===== config.mk =====
export PLATFORM = sky130hd
export DESIGN_NAME = disk_controller_phase_sequencer_top_flat
export DESIGN_NICKNAME = d
export VERILOG_FILES = /design/src/dcps_pkg.sv /design/src/dcps_if.sv /design/src/dcps_front.sv /design/src/dcps_queue.sv /design/src/dcps_back.sv /design/src/disk_controller_phase_sequencer_top.sv /design/src/flat_wrapper.sv
export SDC_FILE = /design/constraint.sdc
export NUM_CORES = 1
export LEC_CHECK = 0
export BUFFER_PORTS_ARGS = -buffer_cell sky130_fd_sc_hd__buf_4
export CAP_MARGIN = 20
export CORE_MARGIN = 4
export CORE_UTILIZATION = 52
export DETAILED_ROUTE_END_ITERATION = 8
export PLACE_DENSITY_LB_ADDON = 0.08
export SLEW_MARGIN = 40
export SYNTH_ARGS = -nofsm -noshare
export SYNTH_HDL_FRONTEND = slang
export SYNTH_SLANG_ARGS = --single-unit

===== constraint.sdc =====
create_clock -name clk -period 6.5 [get_ports clk]
set_input_delay 0.325 -clock clk [delete_from_list [all_inputs] [get_ports clk]]
set_output_delay 0.325 -clock clk [all_outputs]
set_load 0.02 [all_outputs]

===== src/dcps_pkg.sv =====
// Shared types, codes and defaults for the disk controller phase sequencer.
package dcps_pkg;

  localparam int WORDS_PER_SECTOR_DEF   = 128;
  localparam int SECTORS_PER_TRACK_DEF  = 24;
  localparam int HEADS_PER_CYLINDER_DEF = 2;
  localparam int UNITS_DEF              = 2;

  // item kinds on the input channel
  localparam logic [1:0] CMD_WRITE = 2'd0;
  localparam logic [1:0] CMD_READ  = 2'd1;
  localparam logic [1:0] CMD_TICK  = 2'd2;

  // function codes
  localparam logic [15:0] FN_SELECT  = 16'h0003;
  localparam logic [15:0] FN_CONTROL = 16'h0005;
  localparam logic [15:0] FN_START   = 16'h0015;
  localparam logic [15:0] CTL_RESET  = 16'h0080;

  localparam logic [15:0] ST_ERR_BITS = 16'h0048;

  // unit operations
  localparam logic [1:0] OP_READ    = 2'd0;
  localparam logic [1:0] OP_WRITE   = 2'd1;
  localparam logic [1:0] OP_COMPARE = 2'd2;

  localparam logic [1:0] XF_NONE   = 2'd0;
  localparam logic [1:0] XF_TO_MEM = 2'd1;
  localparam logic [1:0] XF_TO_DSK = 2'd2;

  localparam logic [3:0] WM_Q   = 4'b0001;
  localparam logic [3:0] WM_QCM = 4'b0011;
  localparam logic [3:0] WM_ADS = 4'b0100;
  localparam logic [3:0] WM_ADM = 4'b1000;

  localparam logic [3:0] IRQ_BASE = 4'd7;

  typedef enum logic [2:0] {
    K_NOP,
    K_SELECT,
    K_CONTROL,
    K_START,
    K_CMD_BAD,
    K_STATUS,
    K_STAT_BAD,
    K_TICK
  } kind_t;

  // classified word handed from front to back
  typedef struct packed {
    kind_t       kind;
    logic        unit;
    logic        sel_unit;
    logic [1:0]  sel_op;
    logic        ctl_hit;
    logic [15:0] a_value;
    logic        cm_zero;
    logic [15:0] q_value;
    logic [15:0] cm_value;
    logic [15:0] next_ads;
    logic [15:0] adm_value;
    logic [14:0] lsn;
  } job_t;

  typedef struct packed {
    logic [3:0]  reg_write_mask;
    logic [15:0] q_value;
    logic [15:0] cm_value;
    logic [15:0] ads_value;
    logic [15:0] adm_value;
    logic [15:0] status_out;
    logic [3:0]  interrupt_level;
    logic        suspend_request;
    logic        cmd_error;
    logic [1:0]  xfer_op;
    logic [14:0] xfer_sector;
  } result_t;

endpackage


===== src/dcps_if.sv =====
// Channel interfaces: input words and result words.
interface dcps_in_if;
  logic        valid;
  logic        ready;
  logic [1:0]  cmd;
  logic        unit;
  logic [15:0] e_code;
  logic [15:0] a_value;
  logic [15:0] cm_in;
  logic [15:0] ads_in;
  logic [15:0] adm_in;
  modport source (output valid, cmd, unit, e_code, a_value, cm_in, ads_in, adm_in,
                  input ready);
  modport sink (input valid, cmd, unit, e_code, a_value, cm_in, ads_in, adm_in,
                output ready);
endinterface

interface dcps_out_if;
  logic        valid;
  logic        ready;
  logic [3:0]  reg_write_mask;
  logic [15:0] q_value;
  logic [15:0] cm_value;
  logic [15:0] ads_value;
  logic [15:0] adm_value;
  logic [15:0] status_out;
  logic [3:0]  interrupt_level;
  logic        suspend_request;
  logic        cmd_error;
  logic [1:0]  xfer_op;
  logic [14:0] xfer_sector;
  modport source (output valid, reg_write_mask, q_value, cm_value, ads_value, adm_value,
                  status_out, interrupt_level, suspend_request, cmd_error, xfer_op,
                  xfer_sector, input ready);
  modport sink (input valid, reg_write_mask, q_value, cm_value, ads_value, adm_value,
                status_out, interrupt_level, suspend_request, cmd_error, xfer_op,
                xfer_sector, output ready);
endinterface


===== src/dcps_front.sv =====
// Front end: decodes an input word and precomputes the stateless arithmetic.
module dcps_front #(
  parameter int WORDS_PER_SECTOR   = dcps_pkg::WORDS_PER_SECTOR_DEF,
  parameter int SECTORS_PER_TRACK  = dcps_pkg::SECTORS_PER_TRACK_DEF,
  parameter int HEADS_PER_CYLINDER = dcps_pkg::HEADS_PER_CYLINDER_DEF,
  parameter int UNITS              = dcps_pkg::UNITS_DEF
) (
  input  logic [1:0]    cmd,
  input  logic          unit,
  input  logic [15:0]   e_code,
  input  logic [15:0]   a_value,
  input  logic [15:0]   cm_in,
  input  logic [15:0]   ads_in,
  input  logic [15:0]   adm_in,
  output dcps_pkg::job_t job
);

  localparam logic [15:0] WPS = 16'(WORDS_PER_SECTOR);

  // quotient (bits 10:5) and remainder (bits 4:0) of every 6-bit value by the track length
  function automatic logic [64*11-1:0] build_divtab();
    logic [64*11-1:0] t;
    t = '0;
    for (int i = 0; i < 64; i++) begin
      t[i*11 +: 11] = {6'(i / SECTORS_PER_TRACK), 5'(i % SECTORS_PER_TRACK)};
    end
    return t;
  endfunction

  localparam logic [64*11-1:0] DIV_TAB = build_divtab();

  logic [8:0]  cyl;
  logic        head;
  logic [4:0]  sec;
  logic [10:0] track;
  logic [5:0]  sec1;
  logic [10:0] tab_entry;
  logic [5:0]  tq;
  logic [4:0]  tr;
  logic [10:0] ntrack;
  logic [10:0] ncyl;
  logic        nhead;
  logic [7:0]  left;
  logic [7:0]  right;
  logic        sel_ok;

  assign cyl   = ads_in[15:7];
  assign head  = ads_in[6];
  assign sec   = ads_in[5:1];
  assign track = 11'(cyl * HEADS_PER_CYLINDER) + {10'd0, head};
  assign sec1  = {1'b0, sec} + 6'd1;
  // small quotient/remainder of a 6-bit value by the track length, from a constant table
  assign tab_entry = DIV_TAB[sec1 * 11 +: 11];
  assign tq    = tab_entry[10:5];
  assign tr    = tab_entry[4:0];
  assign ntrack = track + {5'd0, tq};
  assign ncyl   = 11'(ntrack / HEADS_PER_CYLINDER);
  assign nhead  = 1'(ntrack % HEADS_PER_CYLINDER);

  assign left   = a_value[15:8];
  assign right  = a_value[7:0];
  assign sel_ok = left[7] || (left[6] && (UNITS > 1));

  always_comb begin
    job           = '0;
    job.unit      = unit;
    job.a_value   = a_value;
    job.sel_unit  = ~left[7];
    job.ctl_hit   = (a_value == dcps_pkg::CTL_RESET);
    job.cm_zero   = (cm_in == 16'd0);
    job.q_value   = (cm_in < WPS) ? (16'd0 - cm_in) : (16'd0 - WPS);
    job.cm_value  = cm_in - WPS;
    job.next_ads  = {ncyl[8:0], nhead, tr, ads_in[0]};
    job.adm_value = adm_in + WPS;
    job.lsn       = 15'(track * SECTORS_PER_TRACK) + {10'd0, sec};
    if (right[7]) begin
      job.sel_op = dcps_pkg::OP_WRITE;
    end else if (right[6:4] != 3'd0) begin
      job.sel_op = dcps_pkg::OP_COMPARE;
    end else begin
      job.sel_op = dcps_pkg::OP_READ;
    end
    case (cmd)
      dcps_pkg::CMD_WRITE: begin
        case (e_code)
          dcps_pkg::FN_SELECT:  job.kind = sel_ok ? dcps_pkg::K_SELECT : dcps_pkg::K_CMD_BAD;
          dcps_pkg::FN_CONTROL: job.kind = dcps_pkg::K_CONTROL;
          dcps_pkg::FN_START:   job.kind = dcps_pkg::K_START;
          default:              job.kind = dcps_pkg::K_CMD_BAD;
        endcase
      end
      dcps_pkg::CMD_READ: begin
        job.kind = (e_code == dcps_pkg::FN_START) ? dcps_pkg::K_STATUS
                                                  : dcps_pkg::K_STAT_BAD;
      end
      dcps_pkg::CMD_TICK: begin
        job.kind = ({31'd0, unit} < UNITS) ? dcps_pkg::K_TICK : dcps_pkg::K_NOP;
      end
      default: job.kind = dcps_pkg::K_NOP;
    endcase
  end

endmodule


===== src/dcps_queue.sv =====
// Two-entry queue between the front and back ends.
module dcps_queue (
  input  logic           clk,
  input  logic           rst_n,
  input  logic           push,
  input  dcps_pkg::job_t push_data,
  output logic           full,
  input  logic           pop,
  output logic           not_empty,
  output dcps_pkg::job_t pop_data
);

  dcps_pkg::job_t mem_r [2];
  logic           wp_r, wp_nxt;
  logic           rp_r, rp_nxt;
  logic [1:0]     cnt_r, cnt_nxt;

  assign full      = (cnt_r == 2'd2);
  assign not_empty = (cnt_r != 2'd0);
  assign pop_data  = mem_r[rp_r];

  always_comb begin
    wp_nxt  = wp_r ^ push;
    rp_nxt  = rp_r ^ pop;
    cnt_nxt = cnt_r + {1'b0, push} - {1'b0, pop};
  end

  always_ff @(posedge clk) begin
    if (!rst_n) begin
      wp_r  <= 1'b0;
      rp_r  <= 1'b0;
      cnt_r <= 2'd0;
    end else begin
      wp_r  <= wp_nxt;
      rp_r  <= rp_nxt;
      cnt_r <= cnt_nxt;
    end
  end

  always_ff @(posedge clk) begin
    if (push) begin
      mem_r[wp_r] <= push_data;
    end
  end

endmodule


===== src/dcps_back.sv =====
// Back end: per-unit state, phase sequencing and the result register.
module dcps_back (
  input  logic              clk,
  input  logic              rst_n,
  input  logic              job_valid,
  input  dcps_pkg::job_t    job,
  output logic              job_take,
  output logic              res_valid,
  input  logic              res_ready,
  output dcps_pkg::result_t res
);

  logic [15:0]       status_r [2];
  logic [15:0]       status_nxt [2];
  logic [1:0]        op_r [2];
  logic [1:0]        op_nxt [2];
  logic [1:0]        active_r, active_nxt;
  logic              sel_r, sel_nxt;
  logic              valid_r, valid_nxt;
  dcps_pkg::result_t res_r, res_nxt;

  logic        s;
  logic        u;
  logic [2:0]  ph;
  logic        fail;

  assign job_take  = job_valid && (!valid_r || res_ready);
  assign res_valid = valid_r;
  assign res       = res_r;
  assign s         = sel_r;
  assign u         = job.unit;
  assign ph        = status_r[u][2:0];

  always_comb begin
    status_nxt = status_r;
    op_nxt     = op_r;
    active_nxt = active_r;
    sel_nxt    = sel_r;
    res_nxt    = '0;
    fail       = 1'b0;
    case (job.kind)
      dcps_pkg::K_SELECT: begin
        sel_nxt              = job.sel_unit;
        op_nxt[job.sel_unit] = job.sel_op;
      end
      dcps_pkg::K_CONTROL: begin
        if (job.ctl_hit) begin
          status_nxt[s] = '0;
          active_nxt[s] = 1'b0;
        end
      end
      dcps_pkg::K_START: begin
        if (!active_r[s]) begin
          res_nxt.reg_write_mask  = dcps_pkg::WM_ADS;
          res_nxt.ads_value       = job.a_value;
          res_nxt.suspend_request = 1'b1;
          active_nxt[s]           = 1'b1;
          status_nxt[s]           = '0;
        end
      end
      dcps_pkg::K_CMD_BAD:  res_nxt.cmd_error  = 1'b1;
      dcps_pkg::K_STATUS:   res_nxt.status_out = status_r[s];
      dcps_pkg::K_STAT_BAD: res_nxt.cmd_error  = 1'b1;
      dcps_pkg::K_TICK: begin
        if (active_r[u]) begin
          res_nxt.suspend_request = 1'b1;
          case (ph)
            3'd0: begin
              if (job.cm_zero) begin
                fail = 1'b1;
              end else begin
                status_nxt[u][2:0] = 3'd1;
              end
            end
            3'd1: status_nxt[u][2:0] = 3'd2;
            3'd2: begin
              res_nxt.reg_write_mask = dcps_pkg::WM_QCM;
              res_nxt.q_value        = job.q_value;
              res_nxt.cm_value       = job.cm_value;
              status_nxt[u][2:0]     = 3'd3;
            end
            3'd3: status_nxt[u][2:0] = 3'd4;
            3'd4: begin
              res_nxt.xfer_op = (op_r[u] == dcps_pkg::OP_WRITE) ? dcps_pkg::XF_TO_DSK
                                                                : dcps_pkg::XF_TO_MEM;
              res_nxt.xfer_sector    = job.lsn;
              res_nxt.reg_write_mask = dcps_pkg::WM_ADM;
              res_nxt.adm_value      = job.adm_value;
              status_nxt[u][2:0]     = 3'd6;  // phase 5 is skipped
            end
            3'd5: status_nxt[u][2:0] = 3'd6;
            3'd6: begin
              if (job.cm_zero) begin
                res_nxt.suspend_request = 1'b0;
                active_nxt[u]           = 1'b0;
                status_nxt[u]           = '0;
                res_nxt.interrupt_level = dcps_pkg::IRQ_BASE + {3'd0, u};
              end else begin
                res_nxt.reg_write_mask = dcps_pkg::WM_ADS;
                res_nxt.ads_value      = job.next_ads;
                status_nxt[u][2:0]     = 3'd0;
              end
            end
            default: fail = 1'b1;
          endcase
          if (fail) begin
            res_nxt.suspend_request = 1'b0;
            status_nxt[u]           = status_r[u] | dcps_pkg::ST_ERR_BITS;
            active_nxt[u]           = 1'b0;
            res_nxt.interrupt_level = dcps_pkg::IRQ_BASE + {3'd0, u};
          end
        end
      end
      default: ;
    endcase
  end

  always_comb begin
    valid_nxt = valid_r;
    if (job_take) begin
      valid_nxt = 1'b1;
    end else if (res_ready) begin
      valid_nxt = 1'b0;
    end
  end

  always_ff @(posedge clk) begin
    if (!rst_n) begin
      status_r[0] <= '0;
      status_r[1] <= '0;
      op_r[0]     <= dcps_pkg::OP_READ;
      op_r[1]     <= dcps_pkg::OP_READ;
      active_r    <= '0;
      sel_r       <= 1'b0;
      valid_r     <= 1'b0;
    end else begin
      valid_r <= valid_nxt;
      if (job_take) begin
        status_r <= status_nxt;
        op_r     <= op_nxt;
        active_r <= active_nxt;
        sel_r    <= sel_nxt;
      end
    end
  end

  always_ff @(posedge clk) begin
    if (job_take) begin
      res_r <= res_nxt;
    end
  end

endmodule


===== src/disk_controller_phase_sequencer_top.sv =====
// Two-unit disk controller phase sequencer, top level.
// Channels: in_ch takes command writes, status reads and per-unit phase
// ticks; out_ch returns exactly one result word per input word, in order.
// Both use valid/ready; a word moves on a clock edge with both high.
// The front decodes each word and precomputes word-count and disk-address
// arithmetic; a two-entry queue feeds the back end, which owns the unit
// status, operation and active flags and writes the result register.
// An accepted input word is written into the queue; the back end takes it from there and registers its result.
// Throughput: one word per cycle while out_ch.ready is high, set by the single back-end state update.
// Reset (rst_n low, synchronous): queue and result register empty, all unit
// state zero, unit 0 selected, operations set to read.
// When out_ch stalls the result holds; the queue keeps taking words until
// it holds two, then in_ch.ready drops.
module disk_controller_phase_sequencer_top #(
  parameter int WORDS_PER_SECTOR   = dcps_pkg::WORDS_PER_SECTOR_DEF,
  parameter int SECTORS_PER_TRACK  = dcps_pkg::SECTORS_PER_TRACK_DEF,
  parameter int HEADS_PER_CYLINDER = dcps_pkg::HEADS_PER_CYLINDER_DEF,
  parameter int UNITS              = dcps_pkg::UNITS_DEF
) (
  input logic        clk,
  input logic        rst_n,
  dcps_in_if.sink    in_ch,
  dcps_out_if.source out_ch
);

  dcps_pkg::job_t    front_job;
  dcps_pkg::job_t    q_job;
  dcps_pkg::result_t res;
  logic              q_full;
  logic              q_not_empty;
  logic              q_pop;
  logic              push;

  assign in_ch.ready = ~q_full;
  assign push        = in_ch.valid && ~q_full;

  dcps_front #(
    .WORDS_PER_SECTOR  (WORDS_PER_SECTOR),
    .SECTORS_PER_TRACK (SECTORS_PER_TRACK),
    .HEADS_PER_CYLINDER(HEADS_PER_CYLINDER),
    .UNITS             (UNITS)
  ) u_front (
    .cmd    (in_ch.cmd),
    .unit   (in_ch.unit),
    .e_code (in_ch.e_code),
    .a_value(in_ch.a_value),
    .cm_in  (in_ch.cm_in),
    .ads_in (in_ch.ads_in),
    .adm_in (in_ch.adm_in),
    .job    (front_job)
  );

  dcps_queue u_queue (
    .clk      (clk),
    .rst_n    (rst_n),
    .push     (push),
    .push_data(front_job),
    .full     (q_full),
    .pop      (q_pop),
    .not_empty(q_not_empty),
    .pop_data (q_job)
  );

  dcps_back u_back (
    .clk      (clk),
    .rst_n    (rst_n),
    .job_valid(q_not_empty),
    .job      (q_job),
    .job_take (q_pop),
    .res_valid(out_ch.valid),
    .res_ready(out_ch.ready),
    .res      (res)
  );

  assign out_ch.reg_write_mask  = res.reg_write_mask;
  assign out_ch.q_value         = res.q_value;
  assign out_ch.cm_value        = res.cm_value;
  assign out_ch.ads_value       = res.ads_value;
  assign out_ch.adm_value       = res.adm_value;
  assign out_ch.status_out      = res.status_out;
  assign out_ch.interrupt_level = res.interrupt_level;
  assign out_ch.suspend_request = res.suspend_request;
  assign out_ch.cmd_error       = res.cmd_error;
  assign out_ch.xfer_op         = res.xfer_op;
  assign out_ch.xfer_sector     = res.xfer_sector;

endmodule

===== src/flat_wrapper.sv =====
// flat-port wrapper written by rule: the top's interface ports become plain ports
module disk_controller_phase_sequencer_top_flat 
#(
  parameter int WORDS_PER_SECTOR   = dcps_pkg::WORDS_PER_SECTOR_DEF,
  parameter int SECTORS_PER_TRACK  = dcps_pkg::SECTORS_PER_TRACK_DEF,
  parameter int HEADS_PER_CYLINDER = dcps_pkg::HEADS_PER_CYLINDER_DEF,
  parameter int UNITS              = dcps_pkg::UNITS_DEF
)
  (clk, rst_n, in_ch_valid, in_ch_cmd, in_ch_unit, in_ch_e_code, in_ch_a_value, in_ch_cm_in, in_ch_ads_in, in_ch_adm_in, in_ch_ready, out_ch_valid, out_ch_reg_write_mask, out_ch_q_value, out_ch_cm_value, out_ch_ads_value, out_ch_adm_value, out_ch_status_out, out_ch_interrupt_level, out_ch_suspend_request, out_ch_cmd_error, out_ch_xfer_op, out_ch_xfer_sector, out_ch_ready);
  dcps_in_if in_ch_i ();
  dcps_out_if out_ch_i ();
  input logic clk;
  input logic rst_n;
  input wire logic [$bits(in_ch_i.valid)-1:0] in_ch_valid;
  input wire logic [$bits(in_ch_i.cmd)-1:0] in_ch_cmd;
  input wire logic [$bits(in_ch_i.unit)-1:0] in_ch_unit;
  input wire logic [$bits(in_ch_i.e_code)-1:0] in_ch_e_code;
  input wire logic [$bits(in_ch_i.a_value)-1:0] in_ch_a_value;
  input wire logic [$bits(in_ch_i.cm_in)-1:0] in_ch_cm_in;
  input wire logic [$bits(in_ch_i.ads_in)-1:0] in_ch_ads_in;
  input wire logic [$bits(in_ch_i.adm_in)-1:0] in_ch_adm_in;
  output wire logic [$bits(in_ch_i.ready)-1:0] in_ch_ready;
  output wire logic [$bits(out_ch_i.valid)-1:0] out_ch_valid;
  output wire logic [$bits(out_ch_i.reg_write_mask)-1:0] out_ch_reg_write_mask;
  output wire logic [$bits(out_ch_i.q_value)-1:0] out_ch_q_value;
  output wire logic [$bits(out_ch_i.cm_value)-1:0] out_ch_cm_value;
  output wire logic [$bits(out_ch_i.ads_value)-1:0] out_ch_ads_value;
  output wire logic [$bits(out_ch_i.adm_value)-1:0] out_ch_adm_value;
  output wire logic [$bits(out_ch_i.status_out)-1:0] out_ch_status_out;
  output wire logic [$bits(out_ch_i.interrupt_level)-1:0] out_ch_interrupt_level;
  output wire logic [$bits(out_ch_i.suspend_request)-1:0] out_ch_suspend_request;
  output wire logic [$bits(out_ch_i.cmd_error)-1:0] out_ch_cmd_error;
  output wire logic [$bits(out_ch_i.xfer_op)-1:0] out_ch_xfer_op;
  output wire logic [$bits(out_ch_i.xfer_sector)-1:0] out_ch_xfer_sector;
  input wire logic [$bits(out_ch_i.ready)-1:0] out_ch_ready;
  assign in_ch_i.valid = in_ch_valid;
  assign in_ch_i.cmd = in_ch_cmd;
  assign in_ch_i.unit = in_ch_unit;
  assign in_ch_i.e_code = in_ch_e_code;
  assign in_ch_i.a_value = in_ch_a_value;
  assign in_ch_i.cm_in = in_ch_cm_in;
  assign in_ch_i.ads_in = in_ch_ads_in;
  assign in_ch_i.adm_in = in_ch_adm_in;
  assign in_ch_ready = in_ch_i.ready;
  assign out_ch_valid = out_ch_i.valid;
  assign out_ch_reg_write_mask = out_ch_i.reg_write_mask;
  assign out_ch_q_value = out_ch_i.q_value;
  assign out_ch_cm_value = out_ch_i.cm_value;
  assign out_ch_ads_value = out_ch_i.ads_value;
  assign out_ch_adm_value = out_ch_i.adm_value;
  assign out_ch_status_out = out_ch_i.status_out;
  assign out_ch_interrupt_level = out_ch_i.interrupt_level;
  assign out_ch_suspend_request = out_ch_i.suspend_request;
  assign out_ch_cmd_error = out_ch_i.cmd_error;
  assign out_ch_xfer_op = out_ch_i.xfer_op;
  assign out_ch_xfer_sector = out_ch_i.xfer_sector;
  assign out_ch_i.ready = out_ch_ready;
  disk_controller_phase_sequencer_top #(.WORDS_PER_SECTOR(WORDS_PER_SECTOR), .SECTORS_PER_TRACK(SECTORS_PER_TRACK), .HEADS_PER_CYLINDER(HEADS_PER_CYLINDER), .UNITS(UNITS)) u_core (.clk(clk), .rst_n(rst_n), .in_ch(in_ch_i), .out_ch(out_ch_i));
endmodule

# [Word level (Yosys, flattened, before mapping)]
# Memory sizes are Yosys's and may differ from the RTL's. A register that Yosys moved wholly into a read port is not among the register bits.
# Cells that the tools add are included.
[totals] output_inout_bits=109 input_bits=87 regBits=151 ramBits=208 memories=1
[op_classes] reduce_logical=25 n_bitwise=17 mul=2 add_sub_neg=10 n_mux=87 eq_ne=24 shifts=1 n_lt_le_gt_ge=11
[mem_list] memory="u_core.u_queue.mem_r" words=2 word_bits=104 read_ports=1 rd_ports_with_merged_regs=1 write_ports=1 line_no="dcps_queue.sv:13" rtl="dcps_pkg::job_t mem_r [2];"
[ops] op="indexed part select 704 x 11 -> 11 bit, first input constant" count=1
[ops] op="2-to-1 mux 32 bit" count=9
[ops] op="bitwise mux 32 bit" count=7
[ops] op="2-to-1 mux 16 bit" count=13
[ops] op="case mux 32 bit (6 select lines)" count=1
[ops] op="case mux 32 bit (3 select lines)" count=1
[ops] op="2-to-1 mux 68 bit" count=1
[ops] op="AND 32 bit" count=2
[ops] op="NOT 32 bit" count=2
[ops] op="demux 16 bit (select 1 bit)" count=3
[ops] op="2-to-1 mux 2 bit" count=16
[ops] op="case mux 16 bit (2 select lines)" count=1
[ops] op="== test 3 bit, second input constant" count=7
[ops] op="case mux 3 bit (3 select lines)" count=2
[ops] op="2-to-1 mux 1 bit" count=17
[ops] op="adder 16 x 8 -> 16 bit, second input constant" count=1
[ops] op="== test 16 x 2 -> 1 bit, second input constant" count=1
[ops] op="== test 16 x 3 -> 1 bit, second input constant" count=1
[ops] op="== test 16 x 5 -> 1 bit, second input constant" count=1
[ops] op="== test 16 x 8 -> 1 bit, second input constant" count=1
[ops] op="logical NOT 16 bit" count=1
[ops] op="< comparator 16 x 8 -> 1 bit, second input constant" count=1
[ops] op="subtractor 1 x 16 -> 16 bit, first input constant" count=1
[ops] op="subtractor 16 x 8 -> 16 bit, second input constant" count=1
[ops] op="46 further kinds" count=85

# [Depth between registers and ports, before layout]
# Gate-level depths: netlist (run 1).
[depth] ltp_word=15 mapped_depth=10

# [Cells and area by module]
# Synthesis (run 1) repeated with hierarchy kept, for this count alone.
[unflattened] cells_unflattened=1101 area_unflattened_um2=15964.1
[by_module_without_submodules] mod="dcps_queue" cells_per_inst=345 area_each_um2=7992.7 n_inst=1 seq_area_each_um2=6346.1
[by_module_without_submodules] mod="dcps_back" cells_per_inst=466 area_each_um2=5965.7 n_inst=1 seq_area_each_um2=3923.8
[by_module_without_submodules] mod="dcps_front" cells_per_inst=288 area_each_um2=1995.7 n_inst=1 seq_area_each_um2=0.0
[by_module_without_submodules] mod="disk_controller_phase_sequencer_top" cells_per_inst=2 area_each_um2=10.0 n_inst=1 seq_area_each_um2=0.0

# [Worst setup path after synthesis (run 1)]
# No wires, ideal clock.
[synth_timing] kind="register to register" start="reg u_core.u_back.valid_r, in the netlist u_core.u_back.res_valid" end="reg u_core.u_back.status_r[10] in the netlist's numbering" path_buffers=1 setup_slack_ns=-0.172 arrival_ns=6.557 setup_time_ns=0.115 path_stages_with_launch=8 period_less_slack_ns=6.672 cell_sequence="dfxtp_1 > nor2b_1 > nor2_1 > nand3_2 > nor2_2 > a21oi_1 > buf_2 > and2_1"
[synth_between] elab_chain_cells=4
[synth_lines] item="start, declared" line_no="dcps_back.sv:19" rtl="logic valid_r, valid_nxt;"
[synth_lines] item="start signal, assigned" line_no="dcps_back.sv:137" rtl="valid_r <= valid_nxt;"
[synth_lines] item="logical NOT 1 bit" line_no="dcps_back.sv:27" rtl="assign job_take = job_valid && (!valid_r || res_ready);"
[synth_lines] item="logical OR 1 bit" line_no="dcps_back.sv:27"
[synth_lines] item="logical AND 1 bit" line_no="dcps_back.sv:27"
[synth_lines] item="net u_core.q_pop" line_no="disk_controller_phase_sequencer_top.sv:31" rtl="logic q_pop;"
[synth_lines] item="AND reduction 5 bit (no source line)"
[synth_lines] item="end signal, assigned" line_no="dcps_back.sv:139" rtl="status_r <= status_nxt;"
[synth_lines] item="end, declared" line_no="dcps_back.sv:13" rtl="logic [15:0] status_r [2];"
# The timed path passes the listed nets, and every way through them passes these cells.
# A chain may end at the register's enable or synchronous reset.

==> impl_metrics.csv, run 1 <==
group,metric,value,unit
clock_tree,cts.clk_slew.worst_paths,0.06,ns
worst_hold_path,whs_path_depth,1,
timing,min_period_over_period,43.4,%
synthesis,ys_seq_elements,355,
floorplanning,coreArea,27900,sq um
layout,final_common_cell,"edfxtp_1",
timing,min_period,2.82,ns
synthesis,syn_inst,1030,
pwr,fin_total_pwr,7.00,mW
floorplanning,num_rows,61,
clock_tree,postCtsSetupBuffers,0,
grt,grt_pass1_vias,8669,
floorplanning,die_w,177,um
clock_tree,clock_latency,0.51,ns
route,post-route-drc-count,0,
timing,fmax,355,MHz
route,ant_nets,0,
synthesis,yosys.cell_types.count,65,
timing,slew_headroom,51.5,%
worst_setup_path,cp.required,6.82,ns
worst_setup_path,cp-end-kind,"register",
timing,hold_viol,0,
synthesis,synth_edf_count,310,
layout,final_cell_mix,"edfxtp_1, buf_4, nor2_1, mux2i_1, dfxtp_1",
timing,final.setup.worst_slack,3.68,ns
timing,worstMarginPinSlew,0.726,ns
timing,setup_tns,0,ns
worst_setup_path,worst_setup_path_start_kind,"register",
layout,drive_above_1_share,22.5,%
clock_tree,clock_sinks,355,
route,drtIter0Drc,434,
clock_tree,h-tree-depth,2,
synthesis,ys_async_sr_fraction,0,%
clock_tree,cts_resized,0,
floorplanning,dieArea,31200,sq um
synthesis,syn_area_per_cell,14.3,sq um
route,routed-via-count,8716,
grt,overflow,0,
synthesis,syn_area,14800,sq um
worst_setup_path,crit_fanout,28,
synthesis,synth_nets,1148,
grt,grt_max_degree,63,
route,routed_via_density,5.24,
clock_tree,root_buffer,"clkbuf_16",
synthesis,synth-seq-area-share,69.1,%
worst_setup_path,worstRegToRegCells,5,
place,place_congestion,0.836,
grt,grt_pass1_wl,45.2,mm
clock_tree,clock_path_buffers,3,
layout,nets,1375,
clock_tree,cts_buffers,37,
floorplanning,io_pins,196,
timing,hold-worst-slack,0.0212,ns
pwr,irDropWorstVdd,0.282,mV
status,status,"complete, no violations",
layout,area_delta_synth_final,22.5,%
route,avgRoutedWirePerCell,17.3,um
place,pre_cts_slack,3.52,ns
worst_hold_path,min_path_type,"primary input to register",
route,dr.pass1.iters,5,
floorplanning,start_util,52.9,%
floorplanning,die_h,177,um
synthesis,synth_warnings,0,
layout,diodes,0,
place,portBuffers,195,
timing,drv_slew,0,
synthesis,ys.flop_type,"edfxtp_1",
pwr,powerDensity,387,nW/um^2
worst_setup_path,criticalPathCategory,"register to register",
clock_tree,cts_hold_buf,15,
timing,rsz0062_at_grt,"no",
flow_run,drv_cap,0,
grt,antenna_found_initial,0,
worst_setup_path,worstPathArrival,3.14,ns
clock_tree,tritoncts,"built",
place,hpwl,19.2,mm
pwr,power_leakage,6.60,nW
grt,grt.total_usage,18.2,%
route,routed_wl,28.8,mm
timing,setup_viol,0,
timing,fin_skew,0.0147,ns
-- registers in the layout, summed over array words and instances (netlist names), 2 cells and up, named ones only --
register                cells
u_core.u_back.active_r      2
u_core.u_back.op_r          4
u_core.u_queue.cnt_r        2
u_core.u_queue.mem_r      206
u_core.u_back.status_r     32
u_core.u_back.res         104
-- metal layers --
metal,global-route usage (%),wire (um),vias up
li1,-,-,4263
met1,23.4,12200,4217
met2,32.1,14800,187
met3,3.45,1300,49
met4,4.48,564,0
met5,0,0,-
-- report_power, final --
group / switching (mW) / leakage (nW) / internal [mW] / total [mW]
combinational: 1.08 / 2.73 / 0.690 / 1.77
sequential: 0.172 / 3.29 / 3.03 / 3.20
clock: 0.818 / 0.583 / 1.22 / 2.03
total: 2.07 / 6.60 / 4.93 / 7.00
-- final timing paths --
path | endpoint | from | slack [ns]
worst max-delay path | u_core.u_back.res[55] | register | 3.68
worst min-delay path | u_core.u_queue.mem_r[0][91] | in_ch_a_value[11] | 0.02
worst max register to register | u_core.u_back.res[55] | register | 3.68
worst min register to register | u_core.u_back.status_r[21] | u_core.u_back.status_r[21] | 0.46
-- synthesized netlist by cell type (14+ instances only) --
library cell,n,area (sq um)
edfxtp_1,310,9310
nor2_1,124,465
mux2i_1,118,1180
dfxtp_1,45,901
nand2_1,38,143
inv_1,34,128
xnor2_1,31,272
ha_1,29,363
and2_1,27,169
nor3_1,23,115
clkbuf_1,20,75.1
o21ai_0,20,100
a21oi_1,19,95.1
o22ai_1,17,106
nand3_1,15,75.1
xor2_1,14,123
-- cells by family after synthesis --
| family | count (synthesis) | share of synthesized area, % |
|---|---|---|
| AOI/OAI and AO/OA | 100 | 4.37 |
| adders and majority gates | 31 | 2.73 |
| and+or+nand+nor | 298 | 10.1 |
| xor gates and xnor gates | 45 | 2.67 |
| buffers and inverters | 72 | 2.06 |
| DFF | 355 | 69.1 |
| muxes | 129 | 8.99 |
-- worst max-delay path, cell delays in order (launching register included) --
cell and delay (ns):
dfxtp_4 0.65, mux2i_4 0.63, mux2_2 0.45, nor2_2 0.17
nand3_2 0.39, o22ai_1 0.33
-- area by class of cell --
class / count / area, sq um
repair buffers: 226 / 1790
clock buffers: 51 / 1050
clock inverters: 16 / 134
multi-input cells: 603 / 4300
flip-flops and latches: 355 / 10200
fillers: 2110 / 9840
well taps: 378 / 473
inverters: 34 / 128
-- stage by stage --
stage | util, % | instances | cell area [sq um]
floorplan | - | 1030 | 14800
global placement | 59.5 | 1573 | 16600
detailed placement | 59.8 | 1576 | 16700
CTS | 64.6 | 1658 | 18000
global route | 64.8 | 1663 | 18100
finish | 64.8 | 1663 | 18100
No activity file was read; power rests on OpenSTA's default activity.
==> inputs of run 2 (changes only) <==
CORE_UTILIZATION = 55   (was 52)
clock period = 2.9 ns   (was 6.5 ns; I/O delays follow)
==> run 2 against run 1 <==
Sequential share of layout area shrank 0.83 points. Global-route usage rose by 2.0 points. Final cell count decreased by 0.54%. Setup slack worse by 3.4 ns. Clock skew fell by 0.0057 ns. Wire length up 5.2%. Combinational power up 130%. Core utilization rose by 5.3 points. Largest cell class unchanged. Via count is 2.7% higher.
==> impl_metrics.csv, run 2 (synthesis gave the netlist of run 1 again) <==
group,metric,value,unit
grt,grt.total_usage,20.2,%
pwr,powerDensity,850,nW/um^2
floorplanning,die_w,172,um
worst_setup_path,criticalPathCategory,"primary input to register",
floorplanning,io_pins,196,
clock_tree,root_buffer,"clkbuf_16",
worst_setup_path,cp.required,3.14,ns
timing,hold_viol,0,
worst_setup_path,cp_slowest_cell,"dlygate4sd3_1",
place,hpwl,19.7,mm
worst_setup_path,worst_setup_path_start_kind,"primary input",
clock_tree,h-tree-depth,2,
clock_tree,cts_resized,0,
timing,setup_tns,0,ns
grt,overflow,0,
grt,grt.busiest_layer,"met2",
worst_hold_path,min_path_type,"primary input to register",
flow_run,drv_cap,0,
place,place_congestion,0.883,
floorplanning,coreArea,26200,sq um
timing,fin_skew,0.00904,ns
worst_setup_path,max_stage_delay,0.52,ns
status,status,"complete, no violations",
clock_tree,clock_path_buffers,3,
route,routed_via_density,5.41,
clock_tree,tritoncts,"built",
floorplanning,die_h,172,um
timing,final.setup.worst_slack,0.294,ns
worst_setup_path,crit_chain,"dlygate4sd3_1, buf_4, ha_1, inv_1, fa_1, nand2b_1, a21oi_1, a31oi_1, a211o_1, xnor2_1, and4bb_1, xor2_1",
floorplanning,dieArea,29500,sq um
worst_hold_path,whs_path_depth,2,
grt,grt_use_met1,26.7,%
timing,min_period_over_period,89.8,%
timing,worstMarginPinSlew,0.756,ns
grt,grt_pass1_wl,47.4,mm
layout,nets,1411,
layout,finalNonFillerCells,1654,
grt,antenna_found_initial,0,
pwr,irDropWorstVdd,0.686,mV
route,routed_wl,30.3,mm
grt,grt_max_degree,89,
place,dp.cells,1537,
timing,fmax,384,MHz
route,ant_nets,0,
clock_tree,cts.clk_slew.worst_paths,0.06,ns
layout,drive_above_1_share,21.9,%
timing,rsz0062_at_grt,"no",
place,pre_cts_slack,0.326,ns
grt,gr-usage-met2,34.6,%
timing,drv_slew,0,
worst_setup_path,worstRegToRegCells,7,
worst_setup_path,crit_fanout,4,
clock_tree,clock_latency,0.50,ns
worst_setup_path,cp-end-kind,"register",
grt,grt_pass1_vias,9075,
floorplanning,num_rows,59,
layout,area_delta_synth_final,24.3,%
layout,diodes,0,
worst_setup_path,worstPathArrival,2.85,ns
layout,top_register,"u_core.u_queue.mem_r",
route,post-route-drc-count,0,
route,routed-via-count,8949,
place,portBuffers,195,
pwr,power_leakage,6.73,nW
clock_tree,clock_sinks,355,
layout,final_cell_mix,"edfxtp_1, buf_4, nor2_1, mux2i_1, dlygate4sd3_1",
grt,met3_usage,3.82,%
floorplanning,start_util,56.4,%
timing,hold-worst-slack,0.0265,ns
route,dr.pass1.iters,4,
layout,largest_reg_flops,206,
clock_tree,cts_buffers,36,
timing,slew_headroom,49.6,%
layout,final_common_cell,"edfxtp_1",
timing,setup_viol,0,
timing,min_period,2.61,ns
route,avgRoutedWirePerCell,18.3,um
route,drtIter0Drc,558,
pwr,fin_total_pwr,15.6,mW
[run 2: stage by stage]
stage                     area, sq um  util [%]
after floorplan                 14800         -
after global placement          16700      63.9
after detailed placement        16700      63.9
after CTS                       18400      70.1
after global routing            18400      70.1
final                           18400      70.1
[run 2: final timing paths]
path	start	to	slack, ns
hold / removal	in_ch_ads_in[13]	u_core.u_queue.mem_r[1][44]	0.03
hold reg to reg	u_core.u_back.status_r[20]	u_core.u_back.status_r[20]	0.46
setup reg to reg	register	u_core.u_back.active_r[0]	0.56
setup / recovery	in_ch_ads_in[6]	u_core.u_queue.mem_r[0][13]	0.29
[run 2: layout make-up]
cell class                      count  area, sq um
Sequential cell                   355        10200
Fill cell                        1795         7840
Multi-Input combinational cell    603         4320
Timing Repair Buffer              263         2180
Clock buffer                       48          977
Tap cell                          335          419
Inverter                           34          128
Clock inverter                     16          124
[run 2: power by group]
part | total (mW) | internal (mW) | leakage [nW] | switching (mW)
registers | 7.13 | 6.78 | 3.29 | 0.353
logic | 4.14 | 1.62 | 2.90 | 2.52
clock network | 4.34 | 2.54 | 0.538 | 1.80
total | 15.6 | 10.9 | 6.73 | 4.68
[run 2: worst max-delay path: cells and delay by family]
family / cells / cell delay [ns]
xor gates and xnor gates: 2 / 0.38
buffers and inverters: 3 / 0.69
AOI/OAI and AO/OA: 3 / 0.71
and+or+nand+nor: 2 / 0.37
adders and majority gates: 2 / 0.54
[run 2: layer usage]
| metal | up-vias | part of all wire (%) |
|---|---|---|
| met3 | 53 | 5.6 |
| met2 | 242 | 50 |
| li1 | 4342 | - |
| met1 | 4312 | 42 |
| met4 | 0 | 2.3 |
| met5 | - | 0 |
[run 2: what timing repair did]
| item | CTS | global route |
|---|---|---|
| setup buffers | 0 | 0 |
| hold buffers | 53 | 0 |
| endpoints found under the hold margin | 119 | 0 |
| setup endpoints to repair | 0 | 0 |
